**config.mk**
```make
export PLATFORM = sky130hd
export DESIGN_NAME = gradient_colour_ramp
export DESIGN_NICKNAME = d
export VERILOG_FILES = /design/src/gcr_pkg.sv /design/src/gradient_colour_ramp.sv
export SDC_FILE = /design/constraint.sdc
export NUM_CORES = 2
export LEC_CHECK = 0
export ABC_AREA = 0
export BUFFER_PORTS_ARGS = -buffer_cell sky130_fd_sc_hd__buf_2
export CAP_MARGIN = 20
export CORE_UTILIZATION = 63
export CTS_CLUSTER_SIZE = 25
export DETAILED_ROUTE_END_ITERATION = 8
export GPL_TIMING_DRIVEN = 0
export PLACE_DENSITY_LB_ADDON = 0.25
export SYNTH_ARGS = -nofsm -noshare
export SYNTH_HDL_FRONTEND = slang
export SYNTH_SLANG_ARGS = --single-unit
```
**constraint.sdc**
```tcl
create_clock -name clk -period 8.9 [get_ports clk]
set_clock_uncertainty 0.05 [all_clocks]
set_input_delay 1.78 -clock clk [delete_from_list [all_inputs] [get_ports clk]]
set_output_delay 1.78 -clock clk [all_outputs]
set_load 0.005 [all_outputs]
```
**src/gcr_pkg.sv**
```systemverilog
// Shared constants, operation codes and payload types for the gradient color ramp.
package gcr_pkg;

    localparam int MAX_STOPS = 16;
    localparam int IDX_W     = $clog2(MAX_STOPS);
    localparam int CNT_W     = $clog2(MAX_STOPS + 1);
    localparam int POS_W     = 17;
    localparam int CH_W      = 8;
    localparam int RGB_W     = 3 * CH_W;
    localparam int FRAC_W    = 16;
    localparam int Q_W       = FRAC_W + 1;
    localparam int REM_W     = POS_W + 1;
    localparam int DIV_STEPS = FRAC_W + 1;
    localparam int DSTEP_W   = $clog2(DIV_STEPS);
    localparam int ACC_W     = CH_W + 1 + Q_W + 1;
    localparam int HALF_Q16  = 1 << (FRAC_W - 1);

    localparam logic [RGB_W-1:0] WHITE_RGB = '1;

    localparam logic [1:0] OP_CLEAR  = 2'd0;
    localparam logic [1:0] OP_ADD    = 2'd1;
    localparam logic [1:0] OP_LOOKUP = 2'd2;

    typedef struct packed {
        logic [1:0]       operation;
        logic [POS_W-1:0] position;
        logic [CH_W-1:0]  stop_red;
        logic [CH_W-1:0]  stop_green;
        logic [CH_W-1:0]  stop_blue;
    } gcr_in_t;

    typedef struct packed {
        logic [CH_W-1:0] out_red;
        logic [CH_W-1:0] out_green;
        logic [CH_W-1:0] out_blue;
        logic            status;
    } gcr_out_t;

    typedef struct packed {
        logic [POS_W-1:0] pos;
        logic [RGB_W-1:0] rgb;
    } gcr_stop_t;

endpackage

```
**src/gradient_colour_ramp.sv**
```systemverilog
// Gradient color ramp: sorted stop table with sequenced insert and lookup.
//
// Usage: present a beat on item and raise start while busy is low; the beat is
// taken on that edge. Exactly one result beat follows, shown on result for a
// single cycle with done high; there is no back-pressure, so the receiver must
// capture it then. Clear, a refused add (table full, status 1), an add into an
// empty table, a lookup in an empty table and the unused operation code finish
// at once: done rises the cycle after acceptance and busy never rises. An add
// into a table holding n > 0 stops walks the table from the top, one entry per
// cycle through the stop memory (one write and one read port), moving larger
// stops up by one. A lookup reads the stops one per cycle until it finds the
// enclosing segment, then runs a restoring divider that produces one weight
// bit per cycle, then a decision state, and in smooth mode a blend state in
// which one shared signed multiplier blends red, green and blue in turn.
// Empty table reads white, one stop reads its color, positions outside the
// stops read the end color, and a zero-width segment reads the later stop.
// smooth_mode is written through cfg_we/cfg_wdata and must only change while
// the block is idle.
module gradient_colour_ramp (
    input  logic              clk,
    input  logic              rst_n,
    input  logic              start,
    output logic              busy,
    input  gcr_pkg::gcr_in_t  item,
    output logic              done,
    output gcr_pkg::gcr_out_t result,
    input  logic              cfg_we,
    input  logic              cfg_wdata
);
    import gcr_pkg::*;

    // Sequencer states
    localparam logic [2:0] S_IDLE     = 3'd0;
    localparam logic [2:0] S_INS      = 3'd1;
    localparam logic [2:0] S_INS_LAST = 3'd2;
    localparam logic [2:0] S_LK_FIRST = 3'd3;
    localparam logic [2:0] S_LK_SCAN  = 3'd4;
    localparam logic [2:0] S_DIV      = 3'd5;
    localparam logic [2:0] S_PICK     = 3'd6;
    localparam logic [2:0] S_BLEND    = 3'd7;

    logic [2:0]       state_reg, state_next;
    logic [CNT_W-1:0] count_reg, count_next;
    logic             smooth_reg;
    logic [IDX_W-1:0] k_reg, k_next;
    gcr_stop_t        new_reg, new_next;
    gcr_stop_t        prev_reg, prev_next;
    logic [RGB_W-1:0] hi_rgb_reg, hi_rgb_next;
    logic [POS_W-1:0] span_reg, span_next;
    logic [REM_W-1:0] rem_reg, rem_next;
    logic [Q_W-1:0]   q_reg, q_next;
    logic [DSTEP_W-1:0] dstep_reg, dstep_next;
    logic [1:0]       chan_reg, chan_next;
    logic [RGB_W-1:0] res_rgb_reg, res_rgb_next;
    logic             done_reg, done_next;
    gcr_out_t         result_reg, result_next;

    // Stop memory: one write and one registered read per cycle
    gcr_stop_t        stop_mem [MAX_STOPS];
    gcr_stop_t        rd_data_reg;
    logic [IDX_W-1:0] rd_addr;
    logic             wr_en;
    logic [IDX_W-1:0] wr_addr;
    gcr_stop_t        wr_data;

    always_ff @(posedge clk)
    begin
        if (wr_en)
        begin
            stop_mem[wr_addr] <= wr_data;
        end
        rd_data_reg <= stop_mem[rd_addr];
    end

    logic [CNT_W-1:0] cnt_m1;
    logic [IDX_W-1:0] k_inc;
    logic [IDX_W-1:0] k_dec;
    assign cnt_m1 = count_reg - CNT_W'(1);
    assign k_inc  = k_reg + IDX_W'(1);
    assign k_dec  = k_reg - IDX_W'(1);

    // Divider step: compare and subtract
    logic             div_ge;
    logic [REM_W-1:0] div_sub;
    logic [REM_W-1:0] div_keep;
    assign div_ge   = rem_reg >= {1'b0, span_reg};
    assign div_sub  = rem_reg - {1'b0, span_reg};
    assign div_keep = div_ge ? div_sub : rem_reg;

    // Shared blend multiplier, one channel per cycle
    logic [CH_W-1:0]         ch_c0;
    logic [CH_W-1:0]         ch_c1;
    logic signed [CH_W:0]    ch_diff;
    logic signed [Q_W:0]     w_s;
    logic signed [ACC_W-1:0] ch_prod;
    logic signed [ACC_W-1:0] ch_acc;
    logic [CH_W-1:0]         ch_out;

    always_comb
    begin
        case (chan_reg)
            2'd0:
            begin
                ch_c0 = prev_reg.rgb[3*CH_W-1:2*CH_W];
                ch_c1 = hi_rgb_reg[3*CH_W-1:2*CH_W];
            end
            2'd1:
            begin
                ch_c0 = prev_reg.rgb[2*CH_W-1:CH_W];
                ch_c1 = hi_rgb_reg[2*CH_W-1:CH_W];
            end
            default:
            begin
                ch_c0 = prev_reg.rgb[CH_W-1:0];
                ch_c1 = hi_rgb_reg[CH_W-1:0];
            end
        endcase
    end

    assign ch_diff = $signed({1'b0, ch_c1}) - $signed({1'b0, ch_c0});
    assign w_s     = $signed({1'b0, q_reg});
    assign ch_prod = ch_diff * w_s;
    assign ch_acc  = ch_prod + $signed({{(ACC_W-CH_W-FRAC_W){1'b0}}, ch_c0, {FRAC_W{1'b0}}});
    assign ch_out  = ch_acc[FRAC_W+CH_W-1:FRAC_W];

    logic             fin;
    logic [RGB_W-1:0] fin_rgb;
    logic             fin_status;

    always_comb
    begin
        state_next   = state_reg;
        count_next   = count_reg;
        k_next       = k_reg;
        new_next     = new_reg;
        prev_next    = prev_reg;
        hi_rgb_next  = hi_rgb_reg;
        span_next    = span_reg;
        rem_next     = rem_reg;
        q_next       = q_reg;
        dstep_next   = dstep_reg;
        chan_next    = chan_reg;
        res_rgb_next = res_rgb_reg;
        done_next    = 1'b0;
        result_next  = result_reg;
        rd_addr      = k_reg;
        wr_en        = 1'b0;
        wr_addr      = k_inc;
        wr_data      = new_reg;
        fin          = 1'b0;
        fin_rgb      = '0;
        fin_status   = 1'b0;

        case (state_reg)
            S_IDLE:
            begin
                if (start)
                begin
                    new_next.pos = item.position;
                    new_next.rgb = {item.stop_red, item.stop_green, item.stop_blue};
                    case (item.operation)
                        OP_CLEAR:
                        begin
                            count_next = '0;
                            fin        = 1'b1;
                        end
                        OP_ADD:
                        begin
                            if (count_reg >= CNT_W'(MAX_STOPS))
                            begin
                                fin        = 1'b1;
                                fin_status = 1'b1;
                            end
                            else if (count_reg == '0)
                            begin
                                wr_en      = 1'b1;
                                wr_addr    = '0;
                                wr_data    = new_next;
                                count_next = CNT_W'(1);
                                fin        = 1'b1;
                            end
                            else
                            begin
                                k_next     = cnt_m1[IDX_W-1:0];
                                rd_addr    = cnt_m1[IDX_W-1:0];
                                state_next = S_INS;
                            end
                        end
                        OP_LOOKUP:
                        begin
                            if (count_reg == '0)
                            begin
                                fin     = 1'b1;
                                fin_rgb = WHITE_RGB;
                            end
                            else
                            begin
                                rd_addr    = '0;
                                state_next = S_LK_FIRST;
                            end
                        end
                        default:
                        begin
                            fin = 1'b1;
                        end
                    endcase
                end
            end
            S_INS:
            begin
                wr_en   = 1'b1;
                wr_addr = k_inc;
                if (rd_data_reg.pos > new_reg.pos)
                begin
                    // move this stop up one slot and keep walking down
                    wr_data = rd_data_reg;
                    if (k_reg == '0)
                    begin
                        state_next = S_INS_LAST;
                    end
                    else
                    begin
                        k_next  = k_dec;
                        rd_addr = k_dec;
                    end
                end
                else
                begin
                    wr_data    = new_reg;
                    count_next = count_reg + CNT_W'(1);
                    fin        = 1'b1;
                end
            end
            S_INS_LAST:
            begin
                wr_en      = 1'b1;
                wr_addr    = '0;
                wr_data    = new_reg;
                count_next = count_reg + CNT_W'(1);
                fin        = 1'b1;
            end
            S_LK_FIRST:
            begin
                if (count_reg == CNT_W'(1) || new_reg.pos < rd_data_reg.pos)
                begin
                    fin     = 1'b1;
                    fin_rgb = rd_data_reg.rgb;
                end
                else
                begin
                    prev_next  = rd_data_reg;
                    k_next     = IDX_W'(1);
                    rd_addr    = IDX_W'(1);
                    state_next = S_LK_SCAN;
                end
            end
            S_LK_SCAN:
            begin
                if (prev_reg.pos <= new_reg.pos && new_reg.pos <= rd_data_reg.pos)
                begin
                    if (rd_data_reg.pos == prev_reg.pos)
                    begin
                        fin     = 1'b1;
                        fin_rgb = rd_data_reg.rgb;
                    end
                    else
                    begin
                        span_next   = rd_data_reg.pos - prev_reg.pos;
                        rem_next    = {1'b0, new_reg.pos - prev_reg.pos};
                        q_next      = '0;
                        dstep_next  = '0;
                        hi_rgb_next = rd_data_reg.rgb;
                        state_next  = S_DIV;
                    end
                end
                else if (k_reg == cnt_m1[IDX_W-1:0])
                begin
                    // past the last stop
                    fin     = 1'b1;
                    fin_rgb = rd_data_reg.rgb;
                end
                else
                begin
                    prev_next = rd_data_reg;
                    k_next    = k_inc;
                    rd_addr   = k_inc;
                end
            end
            S_DIV:
            begin
                rem_next = {div_keep[REM_W-2:0], 1'b0};
                q_next   = {q_reg[Q_W-2:0], div_ge};
                if (dstep_reg == DSTEP_W'(DIV_STEPS - 1))
                begin
                    state_next = S_PICK;
                end
                else
                begin
                    dstep_next = dstep_reg + DSTEP_W'(1);
                end
            end
            S_PICK:
            begin
                if (smooth_reg)
                begin
                    chan_next  = '0;
                    state_next = S_BLEND;
                end
                else
                begin
                    fin     = 1'b1;
                    fin_rgb = (q_reg >= Q_W'(HALF_Q16)) ? hi_rgb_reg : prev_reg.rgb;
                end
            end
            S_BLEND:
            begin
                res_rgb_next = {res_rgb_reg[2*CH_W-1:0], ch_out};
                if (chan_reg == 2'd2)
                begin
                    fin     = 1'b1;
                    fin_rgb = {res_rgb_reg[2*CH_W-1:0], ch_out};
                end
                else
                begin
                    chan_next = chan_reg + 2'd1;
                end
            end
            default:
            begin
                state_next = S_IDLE;
            end
        endcase

        if (fin)
        begin
            done_next          = 1'b1;
            result_next.out_red   = fin_rgb[3*CH_W-1:2*CH_W];
            result_next.out_green = fin_rgb[2*CH_W-1:CH_W];
            result_next.out_blue  = fin_rgb[CH_W-1:0];
            result_next.status    = fin_status;
            state_next         = S_IDLE;
        end
    end

    always_ff @(posedge clk or negedge rst_n)
    begin
        if (!rst_n)
        begin
            state_reg  <= S_IDLE;
            count_reg  <= '0;
            smooth_reg <= 1'b0;
            done_reg   <= 1'b0;
        end
        else
        begin
            state_reg <= state_next;
            count_reg <= count_next;
            done_reg  <= done_next;
            if (cfg_we)
            begin
                smooth_reg <= cfg_wdata;
            end
        end
    end

    always_ff @(posedge clk)
    begin
        k_reg       <= k_next;
        new_reg     <= new_next;
        prev_reg    <= prev_next;
        hi_rgb_reg  <= hi_rgb_next;
        span_reg    <= span_next;
        rem_reg     <= rem_next;
        q_reg       <= q_next;
        dstep_reg   <= dstep_next;
        chan_reg    <= chan_next;
        res_rgb_reg <= res_rgb_next;
        result_reg  <= result_next;
    end

    assign busy   = (state_reg != S_IDLE);
    assign done   = done_reg;
    assign result = result_reg;

`ifndef SYNTH
    a_done_idle: assert property (@(posedge clk) disable iff (!rst_n)
        done |-> !busy)
        else $error("result beat while sequencer busy");

    a_count_bound: assert property (@(posedge clk) disable iff (!rst_n)
        count_reg <= CNT_W'(MAX_STOPS))
        else $error("stop count beyond table depth");

    a_quick_ops: assert property (@(posedge clk) disable iff (!rst_n)
        (start && !busy && item.operation != OP_ADD && item.operation != OP_LOOKUP)
        |=> (done && !busy))
        else $error("clear or unused operation did not finish in one cycle");

    a_refuse_zero: assert property (@(posedge clk) disable iff (!rst_n)
        (done && result.status) |->
        (result.out_red == '0 && result.out_green == '0 && result.out_blue == '0))
        else $error("refused add carries a color");

    a_full_refuse: assert property (@(posedge clk) disable iff (!rst_n)
        (start && !busy && item.operation == OP_ADD && count_reg == CNT_W'(MAX_STOPS))
        |=> (done && result.status))
        else $error("add into full table not refused");
`endif

endmodule
```
==> impl_metrics.json <==
{
  "outcome": "finished clean",
  "synth_area_mm2": 0.0435,
  "die_h_um": 265,
  "portBuffers": 74,
  "die_area_mm2": 0.0701,
  "hold_class": "flip-flop to flip-flop",
  "dp_hpwl_um": 79700,
  "slew_headroom": 0.281,
  "drt_wl_total_um": 115000,
  "ys_async_sr_fraction": 0.0109,
  "clkTransAtPathRegs_ns": 0.06,
  "avgViaCountPerCell": 6.54,
  "ys_types": 84,
  "period_needed_ns": 8.52,
  "fin_setup_tns_ns": 0,
  "final_common_cell": "edfxtp_1",
  "ys.flop_type": "edfxtp_1",
  "grt_first_pass_wirelength_um": 173000,
  "power_density_mw_per_mm2": 365,
  "cp.arrival_ns": 8.85,
  "ir_drop_mv": 0.252,
  "first_pass_iters": 7,
  "crit_fanout": 10,
  "holdPathStages": 0,
  "muxShareOfSynthArea": 0.0501,
  "cts_tree": "built",
  "max_stage_delay_ns": 0.54,
  "path_common_cell": "fa_1",
  "dieWidth_um": 265,
  "grt_pass1_vias": 29200,
  "wl_per_cell_um": 26.3,
  "grt_usage": 0.331,
  "numCtsBuffers": 91,
  "worstHoldEndpoint": "res_rgb_reg[12]",
  "tightest_slew_ns": 1.08,
  "synth.net_count": 3520,
  "most-common-layout-cells": "edfxtp_1 (866), nand2_1 (494), inv_1 (231)",
  "grt_max_degree": 36,
  "rr_worst_depth": 32,
  "start_kind": "flip-flop",
  "slew_violations": 0,
  "num_rows": 95,
  "cp_slowest_cell": "fa_1",
  "path_class": "flip-flop to flip-flop",
  "antenna_found_initial": 6,
  "r2r_start": "chan_reg[0]",
  "finalCritPeriodShare": 0.957,
  "final_core_util": 0.722,
  "drive_gt1_frac": 0.114,
  "end_kind": "flip-flop",
  "io_pins": 75,
  "syn2layout_area_growth_pct": 12.5,
  "synth_edf_count": 866,
  "gp_congestion": 0.929,
  "largest_register_ffs": 656,
  "htree_num_levels": 3,
  "top_register": "stop_mem",
  "synth_top_family_by_area": "simple AND/OR/NAND/NOR gates",
  "drc_errors": 0,
  "hold_viol": 0,
  "start_util": 0.642,
  "p_leak_nw": 18.5,
  "ys_seq_elements": 917,
  "coreArea_mm2": 0.0678,
  "synth-xor-area-share": 0.0143,
  "detail-route-antenna-nets": 0,
  "syn_area_per_cell_um2": 13.5,
  "rrSetupSlack_ns": 0.38,
  "clkLatencyLatePin_ns": 0.64,
  "grt_overflow": 0,
  "cts_hold_buffers": 0,
  "dr_total_vias": 28700,
  "drt_iter0_markers": 3702,
  "layout.nets": 3745,
  "fmax_mhz": 117,
  "synthSimpleGateAreaFrac": 0.0990,
  "root_buffer": "clkbuf_16",
  "holdCritStartpoint": "res_rgb_reg[4]",
  "synth_compound_area_frac": 0.0849,
  "regToRegEndpoint": "result[8]",
  "setup_viol": 0,
  "synth_fa_ha_area_frac": 0.0917,
  "yosysSeqAreaShare": 0.623,
  "synth_cells": 3223,
  "clock_path_buffers": 3,
  "cap_violations": 0,
  "cts.sinks": 917,
  "ys_warn_count": 0,
  "critPathRequiredTime_ns": 9.23
}
synthesized netlist by cell type, types with 9 or more instances:
| cell | n | share of area |
|---|---|---|
| a222oi_1 | 38 | 0.0087 |
| nand3_1 | 28 | 0.0032 |
| edfxtp_1 | 866 | 0.60 |
| xnor2_1 | 44 | 0.0089 |
| o21ai_0 | 52 | 0.0060 |
| and2_1 | 107 | 0.015 |
| o2111ai_1 | 18 | 0.0036 |
| nor3_1 | 22 | 0.0025 |
| inv_1 | 232 | 0.020 |
| dfrtp_1 | 10 | 0.0058 |
| and3_1 | 9 | 0.0013 |
| a22o_1 | 10 | 0.0020 |
| dfxtp_1 | 41 | 0.019 |
| nand4_1 | 15 | 0.0022 |
| mux2i_1 | 214 | 0.049 |
| buf_1 | 9 | 0.00078 |
| xor2_1 | 27 | 0.0054 |
| and4_1 | 43 | 0.0087 |
| clkbuf_1 | 82 | 0.0071 |
| buf_2 | 55 | 0.0063 |
| a221o_1 | 9 | 0.0021 |
| a21oi_1 | 69 | 0.0079 |
| nor2_1 | 100 | 0.0086 |
| a21o_1 | 25 | 0.0043 |
| nand2_1 | 494 | 0.043 |
| a22oi_1 | 11 | 0.0019 |
| ha_1 | 133 | 0.038 |
| nor2b_1 | 12 | 0.0017 |
| fa_1 | 116 | 0.053 |
| a32oi_1 | 163 | 0.033 |
| buf_6 | 11 | 0.0028 |
| nand2b_1 | 27 | 0.0039 |
power breakdown:
group / total (mW) / internal (mW) / switching [mW]
Sequential: 6.35 / 5.96 / 0.386
Combinational: 7.75 / 2.63 / 5.12
Clock: 3.76 / 2.17 / 1.59
worst max-delay path by stage:
stage | startpoint | to | slack, ns | cells past startpoint
floorplan | chan_reg[0] | result[8] | 1.09 | 32
global placement | item[42] | stop_mem[1][23] | -2.75 | 8
detailed placement | chan_reg[0] | result[8] | -0.63 | 33
CTS | chan_reg[0] | result[8] | 0.04 | 32
global route | chan_reg[0] | result[8] | -0.0008 | 32
finish | chan_reg[0] | result[8] | 0.38 | 32
cell type report:
cell class              count  area, um^2
inverters                 233         875
multi-input cells        1916       15000
plain buffers             155         746
clock buffers             123        2570
well taps                 873        1090
diodes                      1        2.50
fillers                  4233       18800
clock inverters            43         335
repair buffers            134        1210
flip-flops and latches    917       27100
logic make-up (layout without fill, tap and decap cells):
logic type      after synthesis  after routing
fa+ha+maj                   249            249
flops                       917            917
compound gates              475            475
simple gates                904            904
xor+xnor                     71             71
other cells                   0              1
buf+inv                     390            688
mux                         217            217
worst max-delay path: cells and delay by family (launching register included):
kind	cells	cell delay [ns]
adders and majority gates	9	3.35
and+or+nand+nor	4	0.56
xor gates and xnor gates	1	0.14
buffers and inverters	4	0.68
AOI/OAI and AO/OA	14	3.05
DFF	1	0.43
per-stage QoR:
stage                     cell area, um^2  setup WS [ns]  hold WS [ns]  instances  total power [mW]
after detailed placement            45900         -0.628         0.406       4225              13.9
after global routing                48900      -0.000760         0.428       4394              18.6
after CTS                           48800         0.0404         0.410       4389              17.7
final                               48900          0.379         0.427       4395              17.9
after global placement              44900          -2.75         0.393       4170              13.5
after floorplan                     43500           1.09         0.376       3223              11.2
metal layers:
metal	up-vias	share of wire	GRT usage
li1	12400	-	-
met1	14200	0.38	0.439
met2	1785	0.48	0.544
met3	353	0.096	0.0535
met4	4	0.043	0.147
met5	-	0.00023	0
repair_timing:
action | in CTS | in global routing
endpoints found under the setup margin | 10 | 9
hold endpoints to repair | 0 | 0
gates resized for setup | 9 | 22
gates cloned | 0 | 0
pin swaps | 0 | 2
buffers inserted | 0 | 4
Note: power is estimated with default switching activity, not from simulation.
